$ cat src/hw/rtl/rfsp_pkg.sv
// Shared types and constants for the ranging frame stream parser.
`default_nettype none

package rfsp_pkg;

    localparam int FRAME_BYTES = 31;
    localparam int FILL_W      = 5;

    // byte offsets inside a frame
    localparam int POS_SEQ   = 2;
    localparam int POS_ADDR  = 3;
    localparam int POS_ANGLE = 5;
    localparam int POS_RANGE = 9;
    localparam int POS_CMD   = 13;
    localparam int POS_PATH  = 15;
    localparam int POS_LEVEL = 19;
    localparam int POS_AX    = 23;
    localparam int POS_AY    = 25;
    localparam int POS_AZ    = 27;
    localparam int POS_SUM   = 29;
    localparam int POS_FOOT  = 30;

    // result status codes
    localparam logic [2:0] ST_NONE     = 3'd0;
    localparam logic [2:0] ST_OK       = 3'd1;
    localparam logic [2:0] ST_BAD_LEN  = 3'd2;
    localparam logic [2:0] ST_BAD_HDR  = 3'd3;
    localparam logic [2:0] ST_BAD_FOOT = 3'd4;
    localparam logic [2:0] ST_BAD_SUM  = 3'd5;

    // configuration register indexes
    localparam logic [1:0] REG_HEADER = 2'd0;
    localparam logic [1:0] REG_LENGTH = 2'd1;
    localparam logic [1:0] REG_FOOTER = 2'd2;

    typedef struct packed {
        logic [7:0] header;
        logic [7:0] length;
        logic [7:0] footer;
    } cfg_t;

    // controller -> datapath
    typedef struct packed {
        logic load;   // latch the input beat
        logic step;   // run one parser step on the latched byte
        logic shift;  // one resync scan position
    } cmd_t;

    // datapath -> controller
    typedef struct packed {
        logic out_free;   // result register can take a new beat
        logic bad_frame;  // current step completes a failing frame
        logic sync_done;  // current scan position ends the resync
    } sts_t;

endpackage

`default_nettype wire

$ cat src/hw/rtl/rfsp_ctrl.sv
// Controller state machine for the frame parser.
`default_nettype none

module rfsp_ctrl
    import rfsp_pkg::*;
(
    input  wire logic clk,
    input  wire logic rst_n,
    input  wire logic in_valid,
    output logic      in_ready,
    input  wire sts_t sts,
    output cmd_t      cmd
);

    typedef enum logic [2:0] {
        S_IDLE   = 3'b001,
        S_STEP   = 3'b010,
        S_RESYNC = 3'b100
    } state_t;

    state_t state_reg, state_next;

    always_ff @(posedge clk or negedge rst_n)
    begin
        if (!rst_n)
        begin
            state_reg <= S_IDLE;
        end
        else
        begin
            state_reg <= state_next;
        end
    end

    always_comb
    begin
        state_next = state_reg;
        cmd        = '0;
        in_ready   = 1'b0;
        case (state_reg)
            S_IDLE:
            begin
                in_ready = 1'b1;
                if (in_valid)
                begin
                    cmd.load   = 1'b1;
                    state_next = S_STEP;
                end
            end
            S_STEP:
            begin
                // wait here while the previous result is still unclaimed
                if (sts.out_free)
                begin
                    cmd.step   = 1'b1;
                    state_next = sts.bad_frame ? S_RESYNC : S_IDLE;
                end
            end
            S_RESYNC:
            begin
                cmd.shift = 1'b1;
                if (sts.sync_done)
                begin
                    state_next = S_IDLE;
                end
            end
            default:
            begin
                state_next = S_IDLE;
            end
        endcase
    end

    a_bad_to_resync: assert property (@(posedge clk) disable iff (!rst_n)
        (state_reg == S_STEP && sts.out_free && sts.bad_frame) |=> state_reg == S_RESYNC)
        else $error("bad frame did not start resync");

    a_resync_holds: assert property (@(posedge clk) disable iff (!rst_n)
        (state_reg == S_RESYNC && !sts.sync_done) |=> state_reg == S_RESYNC)
        else $error("resync left early");

    a_load_to_step: assert property (@(posedge clk) disable iff (!rst_n)
        cmd.load |=> (state_reg == S_STEP && !in_ready))
        else $error("accepted beat not processed");

endmodule

`default_nettype wire

$ cat src/hw/rtl/rfsp_dpath.sv
// Datapath: byte store, fill count, frame checks, resync shifter, result register.
`default_nettype none

module rfsp_dpath
    import rfsp_pkg::*;
(
    input  wire logic               clk,
    input  wire logic               rst_n,
    input  wire cfg_t               cfg,
    input  wire cmd_t               cmd,
    output sts_t                    sts,
    input  wire logic [7:0]         byte_in,
    output logic                    out_valid,
    input  wire logic               out_ready,
    output logic [2:0]              status,
    output logic [7:0]              sequence_res,
    output logic [15:0]             tag_id,
    output logic signed [31:0]      angle,
    output logic [31:0]             range_cm,
    output logic [15:0]             command_word,
    output logic signed [31:0]      path_power,
    output logic signed [31:0]      receive_level,
    output logic signed [15:0]      accel_x,
    output logic signed [15:0]      accel_y,
    output logic signed [15:0]      accel_z
);

    logic [7:0]        store_reg [FRAME_BYTES];
    logic [7:0]        byte_reg;
    logic [FILL_W-1:0] fill_reg, fill_next;
    logic              out_valid_reg, out_valid_next;

    logic [2:0]        status_reg;
    logic [7:0]        seq_reg;
    logic [15:0]       tag_reg;
    logic [31:0]       angle_reg;
    logic [31:0]       range_reg;
    logic [15:0]       cmdw_reg;
    logic [31:0]       path_reg;
    logic [31:0]       level_reg;
    logic [15:0]       ax_reg;
    logic [15:0]       ay_reg;
    logic [15:0]       az_reg;

    logic [2:0]        res_status;
    logic              wr_en;
    logic [FILL_W-1:0] wr_idx;
    logic [FILL_W-1:0] step_fill;
    logic [FILL_W-1:0] shift_fill;
    logic              frame_ok;
    logic              bad_frame;
    logic              found;
    logic              last_pos;
    logic [7:0]        chk;

    // checksum over the payload bytes
    always_comb
    begin
        chk = 8'h00;
        for (int i = POS_SEQ; i < POS_SUM; i++)
        begin
            chk = chk ^ store_reg[i];
        end
    end

    // one parser step on the latched byte
    always_comb
    begin
        res_status = ST_NONE;
        wr_en      = 1'b0;
        wr_idx     = fill_reg;
        step_fill  = fill_reg;
        frame_ok   = 1'b0;
        bad_frame  = 1'b0;
        if (fill_reg == '0)
        begin
            if (byte_reg == cfg.header)
            begin
                wr_en     = 1'b1;
                wr_idx    = '0;
                step_fill = FILL_W'(1);
            end
        end
        else if (fill_reg == FILL_W'(1) && byte_reg != cfg.length)
        begin
            res_status = ST_BAD_LEN;
            wr_idx     = '0;
            if (byte_reg == cfg.header)
            begin
                wr_en     = 1'b1;
                step_fill = FILL_W'(1);
            end
            else
            begin
                step_fill = '0;
            end
        end
        else
        begin
            wr_en     = 1'b1;
            step_fill = FILL_W'(fill_reg + FILL_W'(1));
            if (fill_reg == FILL_W'(FRAME_BYTES - 1))
            begin
                // last byte is still in byte_reg
                if (store_reg[0] != cfg.header)
                begin
                    res_status = ST_BAD_HDR;
                end
                else if (store_reg[1] != cfg.length)
                begin
                    res_status = ST_BAD_LEN;
                end
                else if (byte_reg != cfg.footer)
                begin
                    res_status = ST_BAD_FOOT;
                end
                else if (store_reg[POS_SUM] != chk)
                begin
                    res_status = ST_BAD_SUM;
                end
                else
                begin
                    res_status = ST_OK;
                end
                if (res_status == ST_OK)
                begin
                    frame_ok  = 1'b1;
                    step_fill = '0;
                end
                else
                begin
                    bad_frame = 1'b1;
                end
            end
        end
    end

    // resync: each shift drops byte 0; stop when the new head is a header/length pair or at most two bytes are stored
    always_comb
    begin
        found      = (fill_reg >= FILL_W'(3)) && store_reg[1] == cfg.header
                     && store_reg[2] == cfg.length;
        last_pos   = (fill_reg <= FILL_W'(2));
        shift_fill = FILL_W'(fill_reg - FILL_W'(1));
        if (last_pos)
        begin
            shift_fill = (store_reg[1] == cfg.header) ? FILL_W'(1) : '0;
        end
    end

    assign sts.out_free  = !out_valid_reg || out_ready;
    assign sts.bad_frame = bad_frame;
    assign sts.sync_done = found || last_pos;

    always_comb
    begin
        fill_next = fill_reg;
        if (cmd.step)
        begin
            fill_next = step_fill;
        end
        else if (cmd.shift)
        begin
            fill_next = shift_fill;
        end
    end

    always_comb
    begin
        out_valid_next = out_valid_reg;
        if (cmd.step)
        begin
            out_valid_next = 1'b1;
        end
        else if (out_ready)
        begin
            out_valid_next = 1'b0;
        end
    end

    always_ff @(posedge clk or negedge rst_n)
    begin
        if (!rst_n)
        begin
            fill_reg      <= '0;
            out_valid_reg <= 1'b0;
        end
        else
        begin
            fill_reg      <= fill_next;
            out_valid_reg <= out_valid_next;
        end
    end

    // byte store, no reset
    always_ff @(posedge clk)
    begin
        if (cmd.shift)
        begin
            for (int k = 0; k < FRAME_BYTES - 1; k++)
            begin
                store_reg[k] <= store_reg[k + 1];
            end
        end
        else if (cmd.step && wr_en)
        begin
            store_reg[wr_idx] <= byte_reg;
        end
    end

    always_ff @(posedge clk)
    begin
        if (cmd.load)
        begin
            byte_reg <= byte_in;
        end
    end

    // result register, fields zero unless the frame passed
    always_ff @(posedge clk)
    begin
        if (cmd.step)
        begin
            status_reg <= res_status;
            if (frame_ok)
            begin
                seq_reg   <= store_reg[POS_SEQ];
                tag_reg   <= {store_reg[POS_ADDR + 1], store_reg[POS_ADDR]};
                angle_reg <= {store_reg[POS_ANGLE + 3], store_reg[POS_ANGLE + 2],
                              store_reg[POS_ANGLE + 1], store_reg[POS_ANGLE]};
                range_reg <= {store_reg[POS_RANGE + 3], store_reg[POS_RANGE + 2],
                              store_reg[POS_RANGE + 1], store_reg[POS_RANGE]};
                cmdw_reg  <= {store_reg[POS_CMD + 1], store_reg[POS_CMD]};
                path_reg  <= {store_reg[POS_PATH + 3], store_reg[POS_PATH + 2],
                              store_reg[POS_PATH + 1], store_reg[POS_PATH]};
                level_reg <= {store_reg[POS_LEVEL + 3], store_reg[POS_LEVEL + 2],
                              store_reg[POS_LEVEL + 1], store_reg[POS_LEVEL]};
                ax_reg    <= {store_reg[POS_AX + 1], store_reg[POS_AX]};
                ay_reg    <= {store_reg[POS_AY + 1], store_reg[POS_AY]};
                az_reg    <= {store_reg[POS_AZ + 1], store_reg[POS_AZ]};
            end
            else
            begin
                seq_reg   <= '0;
                tag_reg   <= '0;
                angle_reg <= '0;
                range_reg <= '0;
                cmdw_reg  <= '0;
                path_reg  <= '0;
                level_reg <= '0;
                ax_reg    <= '0;
                ay_reg    <= '0;
                az_reg    <= '0;
            end
        end
    end

    assign out_valid     = out_valid_reg;
    assign status        = status_reg;
    assign sequence_res  = seq_reg;
    assign tag_id        = tag_reg;
    assign angle         = $signed(angle_reg);
    assign range_cm      = range_reg;
    assign command_word  = cmdw_reg;
    assign path_power    = $signed(path_reg);
    assign receive_level = $signed(level_reg);
    assign accel_x       = $signed(ax_reg);
    assign accel_y       = $signed(ay_reg);
    assign accel_z       = $signed(az_reg);

    a_fill_bound: assert property (@(posedge clk) disable iff (!rst_n)
        !cmd.shift |-> fill_reg < FILL_W'(FRAME_BYTES))
        else $error("full store outside resync");

    a_step_result: assert property (@(posedge clk) disable iff (!rst_n)
        cmd.step |=> out_valid_reg)
        else $error("step produced no result");

    a_zero_fields: assert property (@(posedge clk) disable iff (!rst_n)
        (out_valid_reg && status_reg != ST_OK) |->
        (seq_reg == '0 && tag_reg == '0 && range_reg == '0 && az_reg == '0))
        else $error("fields set on a failed result");

endmodule

`default_nettype wire

$ cat src/hw/rtl/ranging_frame_stream_parser_core.sv
// Top level: APB register file plus parser controller and datapath.
// An accepted byte beat is latched into byte_reg and then stepped into the result
//   register; the step waits while the previous result beat is still waiting on the output.
// A new byte beat is taken only after the last one has been stepped; after a failed full
//   frame the resync scan shifts one stored byte position per cycle through the shifter.
// The input side takes the next beat while a finished result still waits on the output.
// Reset (rst_n low, asynchronous): config registers, fill count, state and
//   out_valid clear; the byte store is not cleared and is never read unwritten.
`default_nettype none

module ranging_frame_stream_parser_core
    import rfsp_pkg::*;
(
    input  wire logic          clk,
    input  wire logic          rst_n,
    // configuration
    input  wire logic          psel,
    input  wire logic          penable,
    input  wire logic          pwrite,
    input  wire logic [3:0]    paddr,
    input  wire logic [31:0]   pwdata,
    output logic [31:0]        prdata,
    output logic               pready,
    // byte input
    input  wire logic          in_valid,
    output logic               in_ready,
    input  wire logic [7:0]    byte_in,
    // result output
    output logic               out_valid,
    input  wire logic          out_ready,
    output logic [2:0]         status,
    output logic [7:0]         sequence_res,
    output logic [15:0]        tag_id,
    output logic signed [31:0] angle,
    output logic [31:0]        range_cm,
    output logic [15:0]        command_word,
    output logic signed [31:0] path_power,
    output logic signed [31:0] receive_level,
    output logic signed [15:0] accel_x,
    output logic signed [15:0] accel_y,
    output logic signed [15:0] accel_z
);

    logic [7:0] header_reg;
    logic [7:0] length_reg;
    logic [7:0] footer_reg;
    logic       wr_hit;
    logic [1:0] reg_idx;
    cfg_t       cfg;
    cmd_t       cmd;
    sts_t       sts;

    // Registers sit at byte offsets 0, 4, 8; word index is paddr[3:2].
    assign pready  = 1'b1;
    assign reg_idx = paddr[3:2];
    assign wr_hit  = psel && penable && pwrite;

    always_ff @(posedge clk or negedge rst_n)
    begin
        if (!rst_n)
        begin
            header_reg <= '0;
            length_reg <= '0;
            footer_reg <= '0;
        end
        else if (wr_hit)
        begin
            // writes to the unused word are dropped
            case (reg_idx)
                REG_HEADER: header_reg <= pwdata[7:0];
                REG_LENGTH: length_reg <= pwdata[7:0];
                REG_FOOTER: footer_reg <= pwdata[7:0];
                default:    ;
            endcase
        end
    end

    always_comb
    begin
        case (reg_idx)
            REG_HEADER: prdata = {24'h0, header_reg};
            REG_LENGTH: prdata = {24'h0, length_reg};
            REG_FOOTER: prdata = {24'h0, footer_reg};
            default:    prdata = '0;
        endcase
    end

    assign cfg.header = header_reg;
    assign cfg.length = length_reg;
    assign cfg.footer = footer_reg;

    // Controller sequences accept -> step -> optional resync scan.
    rfsp_ctrl u_ctrl (
        .clk      (clk),
        .rst_n    (rst_n),
        .in_valid (in_valid),
        .in_ready (in_ready),
        .sts      (sts),
        .cmd      (cmd)
    );

    // Datapath holds the frame bytes and the registered result beat.
    rfsp_dpath u_dpath (
        .clk           (clk),
        .rst_n         (rst_n),
        .cfg           (cfg),
        .cmd           (cmd),
        .sts           (sts),
        .byte_in       (byte_in),
        .out_valid     (out_valid),
        .out_ready     (out_ready),
        .status        (status),
        .sequence_res  (sequence_res),
        .tag_id        (tag_id),
        .angle         (angle),
        .range_cm      (range_cm),
        .command_word  (command_word),
        .path_power    (path_power),
        .receive_level (receive_level),
        .accel_x       (accel_x),
        .accel_y       (accel_y),
        .accel_z       (accel_z)
    );

endmodule

`default_nettype wire
$ cat config.mk
export PLATFORM = sky130hd
export DESIGN_NAME = ranging_frame_stream_parser_core
export DESIGN_NICKNAME = d
export VERILOG_FILES = /design/src/hw/rtl/rfsp_pkg.sv /design/src/hw/rtl/rfsp_ctrl.sv /design/src/hw/rtl/rfsp_dpath.sv /design/src/hw/rtl/ranging_frame_stream_parser_core.sv
export SDC_FILE = /design/constraint.sdc
export NUM_CORES = 1
export LEC_CHECK = 0
export BUFFER_PORTS_ARGS = -buffer_cell sky130_fd_sc_hd__buf_2
export CORE_ASPECT_RATIO = 0.9
export CORE_MARGIN = 5
export CORE_UTILIZATION = 65
export CTS_BUF_LIST = sky130_fd_sc_hd__clkbuf_2
export CTS_CLUSTER_SIZE = 12
export DETAILED_ROUTE_END_ITERATION = 8
export PLACE_DENSITY_LB_ADDON = 0.12
export SLEW_MARGIN = 30
export SYNTH_ARGS = -nofsm -noshare
export SYNTH_HDL_FRONTEND = slang
export SYNTH_SLANG_ARGS = --single-unit
$ cat constraint.sdc
create_clock -name clk -period 14.45 [get_ports clk]
set_input_delay 2.1675 -clock clk [delete_from_list [all_inputs] [get_ports clk]]
set_output_delay 2.1675 -clock clk [all_outputs]
set_load 0.05 [all_outputs]
==> results_dict.tcl <==
set metrics [dict create \
    post-place-ws_ns 8.875 \
    drive_above_1_share 0.3728 \
    cts_tree "yes" \
    grt_pass1_wl_um 83580 \
    internal_power_w 0.002366 \
    crit_buf_inv 2 \
    hp-start "u_dpath.store_reg[30][6]$_DFFE_PP_" \
    power_frac_seq 0.501 \
    pin_count 305 \
    cts_root_buffer "clkbuf_2" \
    ff2ff_setup_slack_ns 10.48 \
    grt_max_degree 137 \
    postCtsResizedCells 0 \
    multi_input_area_um2 8138 \
    pwr-share-clk 0.253 \
    core_area_um2 36090 \
    htree_levels 3 \
    row_count 66 \
    synthCells 1567 \
    cts.sinks 508 \
    wl_um 55630 \
    cpMostUsedCell "buf_2" \
    cp-end-kind "output pin" \
    drt_iter0_drc 1243 \
    cp_max_fo 12 \
    dr.pass1.iters 5 \
    post_synth_num_cell_types 50 \
    gr-total-overflow 0 \
    r2r_start "u_dpath.byte_reg[4]$_DFFE_PP_" \
    cts_buffers 121 \
    reg2reg_to "u_dpath.store_reg[25][1]$_DFFE_PP_" \
    grtUsageTotal 0.2735 \
    vias 14040 \
    die_area_um2 40320 \
    area_delta_synth_final_pct 11.78 \
    postCtsSetupRepairBufs 0 \
    num-nets-final 1940 \
    worst_slew_pin_slew_ns 0.9490 \
    critical_path_arrival_ns 3.48 \
    drc 0 \
    final_common_cell "edfxtp_1" \
    cap_violations 0 \
    antenna_found_initial 1 \
    ant_nets 0 \
    fp.dieH_um 191.0 \
    switching_share 0.3718 \
    seq_area_um2 15090 \
    wl_per_cell_um 22.60 \
    net-switching-power_w 0.001400 \
    synth-main-ff-cell "edfxtp_1" \
    status "finished clean" \
    fin_skew_ns 0.08928 \
    die_x_um 211.1 \
    finalHoldViolations 0 \
    p_leak_nw 9.795 \
    yosysWarnings 0 \
    setup_tns_ns 0 \
    crit_type "in -> out" \
    relSlewSlack 0.3672 \
    ys_seq_area_frac 0.6378 \
    cp.required_ns 12.28 \
    synthesis.area_um2 23660 \
    min_period_ns 5.647 \
    ys_seq_elements 508 \
    clkLatencyLatePin_ns 1.08 \
    worstPathCellList "buf_2, nor2b_1, nand2_1, o21ai_0, buf_2" \
    ir_drop_uv 94.09 \
    hold_path_class "reg -> reg" \
    largest_reg_flops 248 \
    place_congestion 0.8515 \
    whs_path_depth 1 \
    fmax_mhz 177.1 \
    p_per_area_nw_per_um2 142.4 \
    clk_pin_slew_ns 0.09 \
    port_buffers 253 \
    synth.avg_cell_area_um2 15.10 \
    comb_power_share 0.246 \
    setup_violations 0 \
    hpwl_um 38890 \
    reg2reg_depth 8 \
    setup_ws_ns 8.803 \
    final_cell_mix "475 x edfxtp_1, 257 x mux2_2, 253 x buf_2" \
    cts.path.max_buffers 3 \
    grt_pass1_vias 13950 \
    slew_viol_final 0 \
    start_util 0.6557 \
    critPathTopFamily "simple AND/OR/NAND/NOR gates" \
    synth_edf_count 475 \
    min_period_over_period 0.3908 \
    routed_via_density 5.702 \
    slowest_delay_ns 0.54 \
    rsz0062_at_grt "false" \
    cp_slowest_cell "nor2b_1" \
    startpoint_type "input port" \
    fillerInstances 2339 \
    synthArstFlopShare 0.06496 \
    holdPathEnd "u_dpath.store_reg[29][6]$_DFFE_PP_" \
    cts-hold-fix-buffers 0 \
]
==> routing by layer <==
metal | vias to the layer above | wire length [µm] | global-route usage
met3 | 75 | 4354 | 0.05432
met5 | - | 0 | 0
met4 | 0 | 1103 | 0.07430
met2 | 623 | 26640 | 0.4310
li1 | 6306 | - | -
met1 | 7035 | 23540 | 0.3959
==> cell type report <==
type                            count  area share
Sequential cell                   508      0.5706
Multi-Input combinational cell    975      0.3077
Timing Repair Buffer              275     0.05454
Clock buffer                      172     0.03255
Tap cell                          476     0.02252
Clock inverter                     51     0.01121
Inverter                            4   0.0008515
Antenna cell                        1  0.00009461
==> through the flow <==
step / cell area (µm²) / utilization / total power (W) / hold WS (ns) / std cells
floorplan: 23750 / - / 0.002648 / 0.4244 / 1590
finish: 26450 / 0.7329 / 0.003766 / 0.5517 / 2462
detailed placement: 25280 / 0.7006 / 0.002847 / 0.5251 / 2238
CTS: 26440 / 0.7326 / 0.003788 / 0.5530 / 2461
global route: 26450 / 0.7329 / 0.003925 / 0.5806 / 2462
global placement: 25260 / 0.7001 / 0.002826 / 0.5300 / 2236
==> kinds of logic (layout without fill, tap and decap cells) <==
logic type,count (synthesis),count (layout),synth area share
DFF,508,508,0.6378
and+or+nand+nor,362,362,0.09053
muxes,272,272,0.1290
xor gates and xnor gates,256,256,0.1041
buffers and inverters,107,502,0.02210
AOI/OAI and AO/OA,56,56,0.01407
adders and majority gates,4,4,0.002115
other,2,26,0.0003174
==> how the worst max path moves through the flow <==
| stage | startpoint | endpoint | slack [ns] | cells after the start |
|---|---|---|---|---|
| 2_1_floorplan | out_ready | u_dpath.store_reg[8][0]$_DFFE_PP_ | 5.71 | 7 |
| 3_3_place_gp | paddr[2] | prdata[2] | 8.86 | 5 |
| 3_5_place_dp | paddr[2] | prdata[4] | 8.87 | 5 |
| 4_1_cts | paddr[2] | prdata[5] | 8.84 | 5 |
| 5_1_grt | paddr[3] | prdata[4] | 8.75 | 5 |
| 6_report | paddr[2] | prdata[5] | 8.80 | 5 |
==> power by group through the flow <==
stage	clock, W	sequential [W]	combinational, W
floorplan	0	0.00232	0.000328
global placement	0	0.00192	0.000911
detailed placement	0	0.00192	0.000925
CTS	0.000971	0.00189	0.000928
global route	0.00105	0.00190	0.000967
finish	0.000952	0.00189	0.000926
==> worst reg2reg max path, stage by stage, from the launching register on <==
cell and delay, ns:
edfxtp_1 0.35, buf_4 0.44, xor2_1 0.14, nor4_1 0.43, a21oi_1 0.27, nor3_2 0.43, nand3_1 0.50, nor2_1 0.78
mux2_2 0.41
==> cell usage after synthesis (3+ instances only) <==
cell | count | share of area
nor4_1 | 5 | 0.0013
inv_1 | 4 | 0.00063
nand2b_1 | 8 | 0.0021
nand4_1 | 12 | 0.0032
nor3_1 | 8 | 0.0017
and3_1 | 3 | 0.00079
nand2_1 | 46 | 0.0073
dfrtp_1 | 32 | 0.034
and2_1 | 218 | 0.058
nor2_1 | 21 | 0.0033
buf_2 | 22 | 0.0047
nor3b_1 | 4 | 0.0013
a21oi_1 | 11 | 0.0023
xnor3_1 | 16 | 0.015
xor2_1 | 24 | 0.0089
xnor2_1 | 216 | 0.080
nand3_1 | 12 | 0.0025
a21o_1 | 3 | 0.00095
clkbuf_1 | 52 | 0.0082
o31ai_1 | 4 | 0.0013
nor2b_1 | 3 | 0.00079
o21ai_0 | 25 | 0.0053
nor2_2 | 8 | 0.0021
ha_1 | 4 | 0.0021
nand3b_1 | 4 | 0.0013
mux2_1 | 7 | 0.0033
edfxtp_1 | 475 | 0.60
mux2i_1 | 8 | 0.0034
mux2_2 | 257 | 0.12
or3_1 | 3 | 0.00079
buf_1 | 4 | 0.00063
buf_4 | 25 | 0.0079
(Power assumes the default switching activity.)
